<file path="src/rtl/dpmd_pkg.sv">
// shared types and constants of the dual pi motor drive
`default_nettype none
package dpmd_pkg;

	localparam int SPEED_W   = 16;
	localparam int ERR_W     = SPEED_W + 1;
	localparam int SUM_W     = 32;
	localparam int KP_W      = 16;
	localparam int KI_W      = 24;
	localparam int PERIOD_W  = 16;
	localparam int CFG_W     = 24;
	localparam int PTERM_W   = KP_W + ERR_W;
	localparam int ITERM_W   = KI_W + SUM_W;
	localparam int DRIVE_W   = ITERM_W + 2;
	localparam int FRAC_W    = 16;
	localparam int DUTY_W    = 16;
	localparam int P_SHIFT   = 8;

	localparam logic [KP_W-1:0]     KP_RESET     = 16'd256;
	localparam logic [KI_W-1:0]     KI_RESET     = 24'd0;
	localparam logic [PERIOD_W-1:0] PERIOD_RESET = 16'd7200;
	localparam logic [PERIOD_W-1:0] LIMIT_MARGIN = 16'd100;
	localparam logic [DRIVE_W-1:0]  DRIVE_OFFSET_Q = DRIVE_W'(1000) << FRAC_W;

	typedef enum logic [2:0] {
		REG_P_GAIN_A   = 3'd0,
		REG_I_GAIN_A   = 3'd1,
		REG_P_GAIN_B   = 3'd2,
		REG_I_GAIN_B   = 3'd3,
		REG_PWM_PERIOD = 3'd4
	} cfg_reg_t;

	typedef struct packed {
		logic              forward;
		logic [DUTY_W-1:0] duty;
	} drive_out_t;

endpackage
`default_nettype wire

</file>
<file path="src/rtl/dpmd_clamp.sv">
// drive sum, limit clamp and split into direction and magnitude
`default_nettype none
module dpmd_clamp (
	input  wire logic signed [dpmd_pkg::PTERM_W-1:0]  p_term,
	input  wire logic signed [dpmd_pkg::ITERM_W-1:0]  i_term,
	input  wire logic        [dpmd_pkg::PERIOD_W-1:0] pwm_period,
	output dpmd_pkg::drive_out_t                      result
);

	localparam int DW = dpmd_pkg::DRIVE_W;

	logic        [dpmd_pkg::PERIOD_W-1:0] limit;
	logic signed [DW-1:0]                 drive;
	logic signed [DW-1:0]                 lim_q;
	logic signed [DW-1:0]                 neg_lim_q;
	logic signed [DW-1:0]                 neg_drive;

	always_comb begin
		if (pwm_period > dpmd_pkg::LIMIT_MARGIN) begin
			limit = pwm_period - dpmd_pkg::LIMIT_MARGIN;
		end else begin
			limit = '0;
		end
		lim_q     = $signed(DW'(limit) << dpmd_pkg::FRAC_W);
		neg_lim_q = -lim_q;
		drive     = (DW'(p_term) <<< dpmd_pkg::P_SHIFT) + DW'(i_term)
			+ $signed(dpmd_pkg::DRIVE_OFFSET_Q);
		neg_drive = -drive;

		if (drive > lim_q) begin
			result.forward = (limit != '0);
			result.duty    = limit;
		end else if (drive < neg_lim_q) begin
			result.forward = 1'b0;
			result.duty    = limit;
		end else if (drive > 0) begin
			result.forward = 1'b1;
			result.duty    = drive[dpmd_pkg::FRAC_W +: dpmd_pkg::DUTY_W];
		end else begin
			result.forward = 1'b0;
			result.duty    = neg_drive[dpmd_pkg::FRAC_W +: dpmd_pkg::DUTY_W];
		end
	end

endmodule
`default_nettype wire

</file>
<file path="config.mk">
export PLATFORM = sky130hd
export DESIGN_NAME = dpmd_clamp
export DESIGN_NICKNAME = d
export VERILOG_FILES = /design/src/rtl/dpmd_pkg.sv /design/src/rtl/dpmd_clamp.sv
export SDC_FILE = /design/constraint.sdc
export NUM_CORES = 1
export LEC_CHECK = 0
export BUFFER_PORTS_ARGS = -buffer_cell sky130_fd_sc_hd__buf_4
export CORE_ASPECT_RATIO = 1.25
export CORE_UTILIZATION = 54
export DETAILED_ROUTE_END_ITERATION = 12
export PLACE_DENSITY = 0.78
export SLEW_MARGIN = 30
export SYNTH_ARGS = -nofsm -noshare
export SYNTH_HDL_FRONTEND = slang
export SYNTH_SLANG_ARGS = --single-unit
</file>
<file path="constraint.sdc">
create_clock -name vclk -period 7.8
set_input_delay 0.39 -clock vclk [all_inputs]
set_output_delay 0.39 -clock vclk [all_outputs]
set_load 0.02 [all_outputs]
</file>
# Word level (Yosys, flattened, before mapping)
# Index checks and enable logic that the tools add are counted.
# classes
shift	0
bitwise	0
mul	0
order_cmp	4
div_mod_pow	0
reduce_logical	1
add_sub_neg	5
eq_ne	0
n_mux	4
# ops
cell	count
57-bit by 27-bit adder with 58-bit output (second input constant)	1
58-bit by 1-bit greater-than comparator with 1-bit output (second input constant)	1
58-bit by 33-bit greater-than comparator with 1-bit output	1
58-bit less-than comparator	1
32-bit negation with 58-bit output	1
41-bit by 56-bit adder with 57-bit output	1
17-bit two-way mux	3
32-bit negation	1
16-bit by 7-bit greater-than comparator with 1-bit output (second input constant)	1
16-bit two-way mux	1
16-bit nonzero test	1
16-bit by 7-bit subtractor with 16-bit output (second input constant)	1
# word_totals
ram_bits	0
inputBits	105
memories	0
romBits	0
out_inout_bits	17
regBits	0
latchBits	0
word_cells	14

# Longest topological paths before layout
# depth
ltp_word	6
ltp_mapped	29
ltp_nobuf	26

# Worst setup path after synthesis
# OpenSTA, ideal clock, no wires.
# synth_path
path_kind	input -> output
from	in p_term[1] in the netlist's numbering
to	out result[10] in the netlist's numbering
path_stages	27
setup_slack_ns	1.776
required_time_ns	7.410
t_arrival_ns	5.634
n_path_buf	3
cell_sequence	ha_1 -> ha_1 -> inv_1 -> fa_1 -> nand2b_1 -> a21o_1 -> a21o_1 -> a21oi_1 -> a211o_1 -> a211oi_1 -> a211o_1 -> a32oi_1 -> inv_1 -> clkbuf_1 -> ha_1 -> nand4_1 -> nor3_1 -> nand3_1 -> a311oi_1 -> nand2b_1 -> o221ai_1 -> a31oi_1 -> a21o_1 -> a21o_1 -> buf_6 -> buf_6 -> mux2i_1
# synth_lines
element	line	text
start: declaration	dpmd_clamp.sv:4	input wire logic signed [dpmd_pkg::PTERM_W-1:0] p_term,
end: declaration	dpmd_clamp.sv:7	output dpmd_pkg::drive_out_t result

==> impl_metrics.sql <==
INSERT INTO impl_metrics (metric_group, metric, value, unit) VALUES
('finish', 'layout.sequential_cells', '0', ''),
('power_and_ir_drop', 'p_per_area', '115', 'mW/mm²'),
('power_and_ir_drop', 'max-vdd-ir-drop', '63.5', 'µV'),
('placed_design', 'port-buffer-count', '122', ''),
('power_and_ir_drop', 'intPower', '0.354', 'mW'),
('status', 'status', 'finished clean', ''),
('yosys', 'post_synth.cell_area_avg', '7.09', 'µm²'),
('finish', 'footprint_of_the_flip_flops_and_latches', '0', 'µm²'),
('finish', 'post_layout_nonfiller_instances', '1195', ''),
('die', 'initial_core_util', '56.4', '%'),
('sta', 'layout_min_cycle_time', '6.98', 'ns'),
('sta', 'max_freq', '0.143', 'GHz'),
('sta', 'hold_violations', '0', ''),
('yosys', 'yosysUniqueCellTypes', '69', ''),
('finish', 'most-common-layout-cells', 'sky130_fd_sc_hd__ha_1, sky130_fd_sc_hd__buf_4, sky130_fd_sc_hd__nand2_1', ''),
('power_and_ir_drop', 'seqPwrFrac', '0', '%'),
('grt', 'grt_pass1_vias', '6721', ''),
('finish', 'diodes', '0', ''),
('finish', 'flow.area_growth_from_synthesis', '14.7', '%'),
('routing', 'first_iter_violations', '354', ''),
('die', 'dieHeight', '126', 'µm'),
('sta', 'totalNegativeSetupSlack', '0', 'ns'),
('setup_path', 'required', '7.41', 'ns'),
('finish', 'clock_buffer_count', '0', ''),
('placed_design', 'dpl_cell_area', '0.00762', 'mm²'),
('yosys', 'synth_seq_area_share', '0', '%'),
('setup_path', 'timing.setup.critical_path_class', 'in2out', ''),
('placed_design', 'place_inst', '1195', ''),
('routing', 'routedWlPerCell', '14.9', 'µm'),
('finish', 'layout_commonest_cell', 'sky130_fd_sc_hd__ha_1', ''),
('power_and_ir_drop', 'power.switching', '0.521', 'mW'),
('yosys', 'total_number_of_yosys_warnings', '0', ''),
('grt', 'grt.total_usage', '27.3', '%'),
('finish', 'nFillCells', '1166', ''),
('sta', 'rsz_0062_raised_after_global_routing', 'no', ''),
('placed_design', 'place_congestion', '0.953', ''),
('power_and_ir_drop', 'power.leakage', '3.63', 'nW'),
('routing', 'vias_per_cell', '6.18', ''),
('grt', 'global_route_wire_length_before_repair', '29.2', 'mm'),
('die', 'core.rowCount', '44', ''),
('sta', 'final_setup_violation_count', '0', ''),
('routing', 'finalWirelength', '17.8', 'mm'),
('sta', 'finalMaxSlewViolations', '0', ''),
('sta', 'maxSlewHeadroom', '36.7', '%'),
('hold_path', 'whs_path_depth', '4', ''),
('hold_path', 'hp-start', 'pwm_period[0]', ''),
('clock_network', 'cts.hold.buffers_added', '0', ''),
('clock_network', 'cts_post_setup_buffers_inserted', '0', ''),
('sta', 'final_min_period_over_clock_period', '89.4', '%'),
('sta', 'whs', '1.27', 'ns'),
('finish', 'fin_area', '0.00762', 'mm²'),
('die', 'dieArea', '0.0128', 'mm²'),
('grt', 'grt_start_max_net_pins', '26', ''),
('sta', 'max_slew.worst_pin.slew', '0.944', 'ns'),
('hold_path', 'min-delay-path-class', 'in2out', ''),
('setup_path', 'cp_max_fo', '16', ''),
('yosys', 'postSynthNetCount', '1196', ''),
('power_and_ir_drop', 'sum_of_internal_switching_and_leakage_power', '0.875', 'mW'),
('grt', 'grt-ovfl-total', '0', ''),
('power_and_ir_drop', 'power_share_of_the_combinational_group', '100.0', '%'),
('die', 'num_io_pins', '122', ''),
('finish', 'final_layout_size_suffix_gt1_share', '15.0', '%'),
('setup_path', 'crit_path_start', 'pwm_period[2]', ''),
('routing', 'post-route-drc-count', '0', ''),
('routing', 'final_antenna_net_count', '0', ''),
('die', 'dieWidth', '101', 'µm'),
('grt', 'antenna_violations_before_repair', '0', ''),
('power_and_ir_drop', 'share_clk_of_total_power', '0', '%'),
('die', 'core', '0.0118', 'mm²'),
('routing', 'route.vias.total', '7381', ''),
('clock_network', 'post_cts_resize_count', '0', ''),
('setup_path', 'startpoint_type', 'input port', ''),
('yosys', 'synthCells', '938', ''),
('setup_path', 'worst_ep_arrival_time', '6.59', 'ns'),
('finish', 'net_count_reported_at_finish', '1294', ''),
('power_and_ir_drop', 'switch_share', '59.5', '%'),
('routing', 'drtPass1Iterations', '5', ''),
('run', 'maxCapViolCount', '0', ''),
('yosys', 'syn_area', '0.00665', 'mm²'),
('placed_design', 'detailedPlacementHpwl', '15.2', 'mm'),
('setup_path', 'cp-end-kind', 'output port', ''),
('hold_path', 'hold-path-endpoint', 'result[0]', '');
cells in the mapped netlist (all sizes together) (20+ instances only):
library cell    n  area share (%)
o21ai          65             5.1
xnor2          34             4.5
ha            152              29
nor3           30             2.5
nand2          83             4.7
a31oi          20             1.9
a21o           21             2.4
nor2           70             4.0
mux2i          20             3.0
xor2           39             5.1
nand4          34             3.2
nand3          20             1.5
inv            58             3.3
a21oi          84             7.3
metal layers:
metal	global-route usage [%]	vias to the layer above	wire, µm
li1	-	3715	-
met1	31.6	3378	7380
met2	52.0	240	9030
met3	1.28	48	790
met4	9.29	0	556
met5	0	-	0
through the flow:
step / setup WS [ns] / utilization, %
floorplan: 1.78 / -
global placement: 0.816 / 64.7
detailed placement: 0.810 / 64.7
CTS: 0.784 / 64.7
global route: 0.270 / 64.7
finish: 0.824 / 64.7
power groups by stage:
stage,Clock [mW],Combinational (mW),Sequential (mW)
finish,0,0.875,0
global placement,0,0.852,0
global route,0,0.971,0
floorplan,0,0.636,0
CTS,0,0.866,0
detailed placement,0,0.859,0
cells by family after synthesis:
logic type / share of synthesized area, %
adders and majority gates: 29.2
xor gates and xnor gates: 9.62
AOI/OAI and AO/OA: 27.1
muxes: 3.01
and+or+nand+nor: 25.2
buffers and inverters: 5.85
critical path: stages:
cell and delay [ns]:
sky130_fd_sc_hd__buf_4 0.13, sky130_fd_sc_hd__inv_1 0.07, sky130_fd_sc_hd__ha_1 0.19, sky130_fd_sc_hd__nor2b_1 0.28, sky130_fd_sc_hd__o31a_1 0.19, sky130_fd_sc_hd__nand2_1 0.09, sky130_fd_sc_hd__nand2_1 0.15, sky130_fd_sc_hd__ha_1 0.30
sky130_fd_sc_hd__nand2_1 0.08, sky130_fd_sc_hd__or3_1 0.36, sky130_fd_sc_hd__or4_1 0.46, sky130_fd_sc_hd__o41ai_1 0.25, sky130_fd_sc_hd__nand2_1 0.27, sky130_fd_sc_hd__nor2_1 0.35, sky130_fd_sc_hd__ha_1 0.31, sky130_fd_sc_hd__nor2b_1 0.13
sky130_fd_sc_hd__o21ai_0 0.15, sky130_fd_sc_hd__a211oi_1 0.11, sky130_fd_sc_hd__nor3b_1 0.27, sky130_fd_sc_hd__o21ai_0 0.17, sky130_fd_sc_hd__o21ai_0 0.21, sky130_fd_sc_hd__nand3_1 0.09, sky130_fd_sc_hd__a31oi_1 0.19, sky130_fd_sc_hd__a21o_1 0.15
sky130_fd_sc_hd__a21o_1 0.64, sky130_fd_sc_hd__mux2i_1 0.39, sky130_fd_sc_hd__buf_4 0.21
area by class of cell:
type,count,area (µm²),area share (%)
inverters,58,218,2.86
multi-input cells,850,6260,82.1
well taps,161,201,2.64
repair buffers,126,946,12.4
how the worst max path moves through the flow:
stage | to | slack (ns) | depth (start not counted)
global placement | result[15] | 0.82 | 27
floorplan | result[10] | 1.78 | 27
finish | result[15] | 0.82 | 27
detailed placement | result[15] | 0.81 | 27
CTS | result[15] | 0.78 | 27
global route | result[15] | 0.27 | 27
Power figures use the tool's default switching activity.
